`config.mk`:
```
export PLATFORM = sky130hd
export DESIGN_NAME = cpu_operand_fetch_sequencer
export DESIGN_NICKNAME = d
export VERILOG_FILES = /design/src/rtl/core/cofs_pkg.sv /design/src/rtl/core/cofs_step.sv /design/src/rtl/core/cpu_operand_fetch_sequencer.sv
export SDC_FILE = /design/constraint.sdc
export NUM_CORES = 1
export LEC_CHECK = 0
export ABC_AREA = 1
export CAP_MARGIN = 20
export CORE_ASPECT_RATIO = 1.75
export CORE_MARGIN = 2
export CORE_UTILIZATION = 40
export CTS_CLUSTER_DIAMETER = 40
export DETAILED_ROUTE_END_ITERATION = 16
export DONT_BUFFER_PORTS = 1
export PLACE_DENSITY_LB_ADDON = 0.05
export SLEW_MARGIN = 20
export SYNTH_ARGS = -nofsm -noshare
export SYNTH_HDL_FRONTEND = slang
export SYNTH_SLANG_ARGS = --single-unit
```
`constraint.sdc`:
```
create_clock -name clk -period 5.6 [get_ports clk]
set_input_delay 0 -clock clk [delete_from_list [all_inputs] [get_ports clk]]
set_output_delay 0 -clock clk [all_outputs]
set_load 0.1 [all_outputs]
```
`src/rtl/core/cofs_pkg.sv`:
```
// Types and constants shared by the operand fetch sequencer.
// No dependencies; used by cofs_step and cpu_operand_fetch_sequencer.
package cofs_pkg;

  localparam logic [15:0] HIGH_PAGE = 16'hFF00;

  typedef enum logic {
    KIND_START = 1'b0,
    KIND_DATA  = 1'b1
  } kind_t;

  typedef enum logic {
    OUT_REQUEST = 1'b0,
    OUT_DONE    = 1'b1
  } out_kind_t;

  typedef enum logic [4:0] {
    M_IMP    = 5'd0,
    M_R_D16  = 5'd1,
    M_R_R    = 5'd2,
    M_MR_R   = 5'd3,
    M_R      = 5'd4,
    M_R_D8   = 5'd5,
    M_R_MR   = 5'd6,
    M_R_HLI  = 5'd7,
    M_R_HLD  = 5'd8,
    M_HLI_R  = 5'd9,
    M_HLD_R  = 5'd10,
    M_R_A8   = 5'd11,
    M_A8_R   = 5'd12,
    M_HL_SPR = 5'd13,
    M_D16    = 5'd14,
    M_D8     = 5'd15,
    M_D16_R  = 5'd16,
    M_MR_D8  = 5'd17,
    M_MR     = 5'd18,
    M_A16_R  = 5'd19,
    M_R_A16  = 5'd20
  } mode_t;

  typedef enum logic [1:0] {
    PH_IDLE  = 2'd0,
    PH_READ1 = 2'd1,
    PH_READ2 = 2'd2,
    PH_READ3 = 2'd3
  } phase_t;

  typedef struct packed {
    logic        kind;
    logic [4:0]  addressing_mode;
    logic        first_is_c;
    logic        second_is_c;
    logic [15:0] first_value;
    logic [15:0] second_value;
    logic [15:0] hl_value;
    logic [15:0] pc_value;
    logic [7:0]  read_byte;
  } item_t;

  typedef struct packed {
    logic [4:0]  held_mode;
    phase_t      phase;
    logic [15:0] running_pc;
    logic [7:0]  low_byte;
    logic [15:0] target_address;
    logic        target_is_memory;
    logic [15:0] held_operand;
    logic [15:0] pending_hl;
    logic        pending_hl_write;
  } state_t;

  typedef struct packed {
    logic        out_kind;
    logic [15:0] bus_address;
    logic [15:0] operand;
    logic        dest_in_memory;
    logic [15:0] memory_target;
    logic [15:0] next_pc;
    logic [15:0] next_hl;
    logic        hl_updated;
  } result_t;

endpackage

```
`src/rtl/core/cofs_step.sv`:
```
// Combinational step of the operand fetch sequencer: one item against the
// current state gives the next state and at most one result.
// Depends on cofs_pkg.
module cofs_step (
  input  cofs_pkg::state_t  cur,
  input  cofs_pkg::item_t   item,
  output cofs_pkg::state_t  nxt,
  output cofs_pkg::result_t res,
  output logic              res_valid
);

  logic                 do_req;
  logic [15:0]          req_addr;
  cofs_pkg::phase_t     req_phase;
  logic [15:0]          word;

  assign word = {item.read_byte, cur.low_byte};

  always_comb begin
    nxt       = cur;
    res_valid = 1'b1;
    do_req    = 1'b0;
    req_addr  = '0;
    req_phase = cofs_pkg::PH_READ1;

    if (item.kind == cofs_pkg::KIND_START) begin
      nxt.held_mode        = item.addressing_mode;
      nxt.running_pc       = item.pc_value;
      nxt.pending_hl       = item.hl_value;
      nxt.pending_hl_write = 1'b0;
      nxt.target_is_memory = 1'b0;
      nxt.target_address   = '0;
      unique case (cofs_pkg::mode_t'(item.addressing_mode))
        cofs_pkg::M_R_D16, cofs_pkg::M_D16, cofs_pkg::M_D16_R, cofs_pkg::M_R_A16,
        cofs_pkg::M_R_D8, cofs_pkg::M_HL_SPR, cofs_pkg::M_D8, cofs_pkg::M_R_A8: begin
          do_req         = 1'b1;
          req_addr       = item.pc_value;
          nxt.running_pc = item.pc_value + 16'd1;
        end
        cofs_pkg::M_A16_R, cofs_pkg::M_A8_R: begin
          nxt.target_is_memory = 1'b1;
          nxt.held_operand     = item.second_value;
          do_req               = 1'b1;
          req_addr             = item.pc_value;
          nxt.running_pc       = item.pc_value + 16'd1;
        end
        cofs_pkg::M_MR_D8: begin
          nxt.target_is_memory = 1'b1;
          nxt.target_address   = item.first_value;
          do_req               = 1'b1;
          req_addr             = item.pc_value;
          nxt.running_pc       = item.pc_value + 16'd1;
        end
        cofs_pkg::M_R_R: begin
          nxt.held_operand = item.second_value;
        end
        cofs_pkg::M_MR_R: begin
          nxt.target_is_memory = 1'b1;
          nxt.target_address   = item.first_is_c ?
                                 (item.first_value | cofs_pkg::HIGH_PAGE) : item.first_value;
          nxt.held_operand     = item.second_value;
        end
        cofs_pkg::M_R_MR: begin
          do_req   = 1'b1;
          req_addr = item.second_is_c ?
                     (item.second_value | cofs_pkg::HIGH_PAGE) : item.second_value;
        end
        cofs_pkg::M_R_HLI, cofs_pkg::M_R_HLD: begin
          nxt.pending_hl       = (item.addressing_mode == cofs_pkg::M_R_HLI) ?
                                 item.hl_value + 16'd1 : item.hl_value - 16'd1;
          nxt.pending_hl_write = 1'b1;
          do_req               = 1'b1;
          req_addr             = item.hl_value;
        end
        cofs_pkg::M_HLI_R, cofs_pkg::M_HLD_R: begin
          nxt.target_is_memory = 1'b1;
          nxt.target_address   = item.hl_value;
          nxt.held_operand     = item.second_value;
          nxt.pending_hl       = (item.addressing_mode == cofs_pkg::M_HLI_R) ?
                                 item.hl_value + 16'd1 : item.hl_value - 16'd1;
          nxt.pending_hl_write = 1'b1;
        end
        cofs_pkg::M_MR: begin
          nxt.target_is_memory = 1'b1;
          nxt.target_address   = item.first_value;
          do_req               = 1'b1;
          req_addr             = item.first_value;
        end
        default: begin
          // IMP, R and undefined codes: complete with the held operand
        end
      endcase
    end else begin
      unique case (cur.phase)
        cofs_pkg::PH_IDLE: begin
          res_valid = 1'b0;  // stray read data, dropped
        end
        cofs_pkg::PH_READ1: begin
          case (cofs_pkg::mode_t'(cur.held_mode))
            cofs_pkg::M_R_D16, cofs_pkg::M_D16, cofs_pkg::M_D16_R,
            cofs_pkg::M_A16_R, cofs_pkg::M_R_A16: begin
              nxt.low_byte   = item.read_byte;
              do_req         = 1'b1;
              req_addr       = cur.running_pc;
              req_phase      = cofs_pkg::PH_READ2;
              nxt.running_pc = cur.running_pc + 16'd1;
            end
            cofs_pkg::M_R_A8: begin
              do_req    = 1'b1;
              req_addr  = {8'hFF, item.read_byte};
              req_phase = cofs_pkg::PH_READ2;
            end
            cofs_pkg::M_A8_R: begin
              nxt.target_address = {8'hFF, item.read_byte};
            end
            default: begin
              nxt.held_operand = {8'h00, item.read_byte};
            end
          endcase
        end
        cofs_pkg::PH_READ2: begin
          case (cofs_pkg::mode_t'(cur.held_mode))
            cofs_pkg::M_A16_R: nxt.target_address = word;
            cofs_pkg::M_R_A16: begin
              do_req    = 1'b1;
              req_addr  = word;
              req_phase = cofs_pkg::PH_READ3;
            end
            cofs_pkg::M_R_A8: nxt.held_operand = {8'h00, item.read_byte};
            default:          nxt.held_operand = word;
          endcase
        end
        default: begin
          nxt.held_operand = {8'h00, item.read_byte};
        end
      endcase
    end

    if (do_req) begin
      nxt.phase       = req_phase;
      res             = '0;
      res.out_kind    = cofs_pkg::OUT_REQUEST;
      res.bus_address = req_addr;
    end else begin
      nxt.phase          = cofs_pkg::PH_IDLE;
      res.out_kind       = cofs_pkg::OUT_DONE;
      res.bus_address    = '0;
      res.operand        = nxt.held_operand;
      res.dest_in_memory = nxt.target_is_memory;
      res.memory_target  = nxt.target_is_memory ? nxt.target_address : 16'd0;
      res.next_pc        = nxt.running_pc;
      res.next_hl        = nxt.pending_hl;
      res.hl_updated     = nxt.pending_hl_write;
    end

    // data while idle leaves everything as it was
    if (!res_valid) begin
      nxt = cur;
      res = '0;
    end
  end

endmodule

```
`src/rtl/core/cpu_operand_fetch_sequencer.sv`:
```
// Operand fetch sequencer for an 8-bit CPU with 21 addressing modes.
//
// Input channel (in_valid / in_stall): a start item (kind 0) carries the
// decoded mode, register values, PC and HL; a data item (kind 1) carries the
// byte the bus returned for the last request. Output channel (out_valid /
// out_stall): each start or data item gives one result, either a bus read
// request (out_kind 0, bus_address) or the completed fetch (operand, memory
// destination, next PC, next HL). Data arriving with no fetch in progress is
// dropped without a result.
// Each item passes through the input register and then the result register,
// where its result waits until it transfers.
// Throughput: one item per cycle while out_stall is low; the decode of an
// item and the state update sit in one short step between those registers.
// When out_stall is held the result register keeps its contents, the item in
// the input register waits, and in_stall rises until the result moves on.
// A dropped data item never waits on the output side.
// Reset (rst, synchronous) empties both registers and returns the fetch
// state to idle with PC, HL, operand and address holders cleared.
module cpu_operand_fetch_sequencer (
  input  logic        clk,
  input  logic        rst,
  input  logic        in_valid,
  output logic        in_stall,
  input  logic        kind,
  input  logic [4:0]  addressing_mode,
  input  logic        first_is_c,
  input  logic        second_is_c,
  input  logic [15:0] first_value,
  input  logic [15:0] second_value,
  input  logic [15:0] hl_value,
  input  logic [15:0] pc_value,
  input  logic [7:0]  read_byte,
  output logic        out_valid,
  input  logic        out_stall,
  output logic        out_kind,
  output logic [15:0] bus_address,
  output logic [15:0] operand,
  output logic        dest_in_memory,
  output logic [15:0] memory_target,
  output logic [15:0] next_pc,
  output logic [15:0] next_hl,
  output logic        hl_updated
);

  logic              in_reg_valid;
  cofs_pkg::item_t   in_reg;
  cofs_pkg::state_t  st;
  cofs_pkg::state_t  st_next;
  cofs_pkg::result_t res;
  logic              res_valid;
  cofs_pkg::result_t out_reg;
  logic              out_free;
  logic              step_go;
  logic              in_take;

  cofs_step u_step (
    .cur       (st),
    .item      (in_reg),
    .nxt       (st_next),
    .res       (res),
    .res_valid (res_valid)
  );

  assign out_free = !out_valid || !out_stall;
  assign step_go  = in_reg_valid && (!res_valid || out_free);
  assign in_stall = in_reg_valid && !step_go;
  assign in_take  = in_valid && !in_stall;

  always_ff @(posedge clk) begin
    if (rst) begin
      in_reg_valid <= 1'b0;
    end else if (in_take || step_go) begin
      in_reg_valid <= in_take;
    end
    if (in_take) begin
      in_reg <= '{kind: kind, addressing_mode: addressing_mode, first_is_c: first_is_c,
                  second_is_c: second_is_c, first_value: first_value,
                  second_value: second_value, hl_value: hl_value, pc_value: pc_value,
                  read_byte: read_byte};
    end
  end

  always_ff @(posedge clk) begin
    if (rst) begin
      st <= '0;
    end else if (step_go) begin
      st <= st_next;
    end
  end

  // result register: loads a new result or drains once transferred
  always_ff @(posedge clk) begin
    if (rst) begin
      out_valid <= 1'b0;
    end else if (out_free) begin
      out_valid <= step_go && res_valid;
    end
    if (out_free && step_go && res_valid) begin
      out_reg <= res;
    end
  end

  assign out_kind       = out_reg.out_kind;
  assign bus_address    = out_reg.bus_address;
  assign operand        = out_reg.operand;
  assign dest_in_memory = out_reg.dest_in_memory;
  assign memory_target  = out_reg.memory_target;
  assign next_pc        = out_reg.next_pc;
  assign next_hl        = out_reg.next_hl;
  assign hl_updated     = out_reg.hl_updated;

  // only the three-byte absolute read reaches the third read
  a_read3_mode: assert property (@(posedge clk) disable iff (rst)
    st.phase == cofs_pkg::PH_READ3 |-> st.held_mode == cofs_pkg::M_R_A16)
    else $error("third read phase outside R_A16");

  a_req_busy: assert property (@(posedge clk) disable iff (rst)
    step_go && res_valid && res.out_kind == cofs_pkg::OUT_REQUEST
    |=> st.phase != cofs_pkg::PH_IDLE)
    else $error("read request issued but sequencer idle");

  a_done_idle: assert property (@(posedge clk) disable iff (rst)
    step_go && res_valid && res.out_kind == cofs_pkg::OUT_DONE
    |=> st.phase == cofs_pkg::PH_IDLE)
    else $error("fetch completed but sequencer not idle");

  a_drop_idle: assert property (@(posedge clk) disable iff (rst)
    step_go && !res_valid |-> st.phase == cofs_pkg::PH_IDLE &&
    in_reg.kind == cofs_pkg::KIND_DATA)
    else $error("item dropped while a fetch was running");

  a_req_clean: assert property (@(posedge clk) disable iff (rst)
    out_valid && out_kind == cofs_pkg::OUT_REQUEST |-> operand == 16'd0 && !hl_updated &&
    !dest_in_memory)
    else $error("request result carries completion fields");

endmodule
```
==> metrics.md <==
| Metric | Value |
|---|---|
| Status | `completed` |
| Via count | `11600` |
| Max reg flops | `81` |
| Leak | `5.85 nW` |
| P&R area growth vs syn | `16.6%` |
| Largest net degree at the start of global routing | `105` |
| Worst path required time | `5890 ps` |
| CTS Buffer Depth | `3` |
| Post-route total power | `0.00483 W` |
| Initial Utilization | `40.7%` |
| DR pass1 iterations | `5` |
| Number of synthesized flops with an enable pin | `163` |
| CP peak stage delay | `970 ps` |
| Cells after Synth | `1616` |
| CTS Buf Count | `30` |
| Register bit total from synthesis | `246` |
| Syn. warnings | `0` |
| Final wirelength | `48700 um` |
| Worst-path clk slew | `70 ps` |
| Placed Area | `0.0134 mm2` |
| Post-Syn Area | `0.0131 mm2` |
| Die Area | `0.0343 mm2` |
| Worst hold path type | `primary input to flop` |
| # IOs | `169` |
| PortBufs | `0` |
| Worst path cell trace | `nand3_1 > nor2_2 > buf_4 > inv_1 > nand2_1 > clkinv_2 > buf_4` |
| CP max FO | `52` |
| WL/cell | `23.2 um` |
| Final Hold Vio Count | `0` |
| # DRC | `0` |
| Peak Freq | `288 MHz` |
| Initial antenna violation count | `2` |
| Fin crit period | `3470 ps` |
| Max-Cap Viols | `0` |
| Asr flop ratio synth | `0%` |
| RSZ-0062 raised after global routing | `false` |
| DP HPWL | `36400 um` |
| Fin nets | `1763` |
| CTS tree | `yes` |
| Post-CTS Resized | `0` |
| # clock sinks | `246` |
| WS Path Type | `flop to flop` |
| Synth Area per Inst | `8.12 um2` |
| Setup_tns | `0 ps` |
| Worst Setup End Kind | `flop` |
| Share of layout cells above drive strength 1 | `6.26%` |
| Slowest-stage cell, CP | `dfxtp_1` |
| Post-route ant nets | `0` |
| Top FF cell, synth | `edfxtp_1` |
| Seq/Total Area, Yosys | `50.0%` |
| DP Cell Count | `1951` |
| Via-per-instance ratio | `5.54` |
| Fin crit share | `62.0%` |
| Core area | `0.0322 mm2` |
| DR iter-0 viols | `872` |
| Number of global-route vias before repair | `11400` |
| Post-synth net total | `1710` |
| Chip width | `141 um` |
| Critical Path Start Type | `flop` |
| Clock Skews | `26.6 ps` |
| GPL Wtd Cong | `0.953` |
| CTS Root Buffer Type | `clkbuf_16` |
| CP most frequent cell | `buf_4` |
| GRT Residual Overflow | `0` |
| Tot GR Track Use | `27.8%` |
| Final Max Tran Viols | `0` |
| Die Y | `244 um` |
| Post-layout util | `47.5%` |
| Slew HR | `34.1%` |
| CTS H-Tree Depth | `1` |
| Count of unique library cells instantiated by Yosys | `51` |
| Worst Path Arrival | `3760 ps` |
| Setup violators final | `0` |
| First-pass GRT wire length | `71100 um` |
| # rows | `87` |
| Worst Max-Slew Pin Slew | `987 ps` |
| Final instance area | `0.0153 mm2` |
| Post-CTS Setup Bufs | `0` |
| VDD IR max | `240 uV` |
| Worst-Skew Late Latency | `590 ps` |
| Final Non-Filler Cells | `2095` |
| Hold-fix buffers at CTS | `86` |
| Power per cell area | `316 mW/mm2` |
## cells in the final DEF, fill, tap and decap left out, types with 30 or more instances in the layout
master	count
nand3_1	131
a21oi_1	182
o21ai_0	163
inv_1	183
nand2_1	310
dlygate4sd3_1	85
dfxtp_1	83
clkbuf_16	30
nor2_1	123
edfxtp_1	163
## Yosys cell counts (all sizes together), types with 10 or more instances
library cell,n,share of area (%)
xor2,12,0.80
a21oi,183,7.1
nand2,316,9.2
edfxtp,163,37
a22oi,22,1.3
dfxtp,83,13
o211ai,12,0.69
nor3,16,0.61
buf,36,1.4
clkbuf,41,1.2
o21ai,170,6.6
ha,10,0.95
inv,189,5.4
nand3,132,5.1
nand4,17,0.81
nor2,139,4.6
## critical path, delay by kind of cell (launching register included)
kind / cells / cell delay, ps
buffers and inverters: 4 / 1670
flip-flops: 1 / 970
AND/OR/NAND/NOR: 3 / 470
## layer usage
layer	global-route usage, %	vias up	routed length [um]
met3	2.89	110	1870
li1	-	5647	-
met4	19.1	0	3790
met1	28.7	5457	16700
met5	0	-	0
met2	52.1	397	26400
## path summary, 6_finish.rpt
path              slack [ps]          to         start  depth (start not counted)
setup / recovery        2130  in_reg[16]     out_valid                          7
hold / removal            40   in_reg[3]  read_byte[3]                          1
setup reg to reg        2130  in_reg[16]     out_valid                          7
hold reg to reg          470      st[52]        st[52]                          2
## logic make-up after synthesis
group / share of synthesized area, %
simple gates: 21.2
compound gates: 18.5
xor+xnor: 1.14
buf+inv: 8.19
flops: 50.0
fa+ha+maj: 0.954
## layout make-up
| cell class | count | area, um2 |
|---|---|---|
| sequential | 246 | 6560 |
| fill | 3199 | 16900 |
| clock inverter | 22 | 265 |
| tap | 400 | 500 |
| timing repair buffer | 98 | 973 |
| inverter | 194 | 729 |
| antenna | 2 | 5.00 |
| clock buffer | 34 | 766 |
| multi-input combinational | 1099 | 5500 |
## per-stage QoR
| stage | hold slack, ps | worst slack, ps |
|---|---|---|
| after floorplan | 98.9 | 1360 |
| after global placement | 79.4 | 2180 |
| after detailed placement | 80.9 | 2120 |
| after CTS | 16.7 | 2090 |
| after global routing | 15.6 | 1840 |
| final | 35.6 | 2130 |
## where the power goes
part / switching, W / internal [W]
Combinational: 0.000361 / 0.000162
Clock: 0.000843 / 0.00115
Sequential: 0.000264 / 0.00205
Total: 0.00147 / 0.00336
Power figures use the tool's default switching activity.
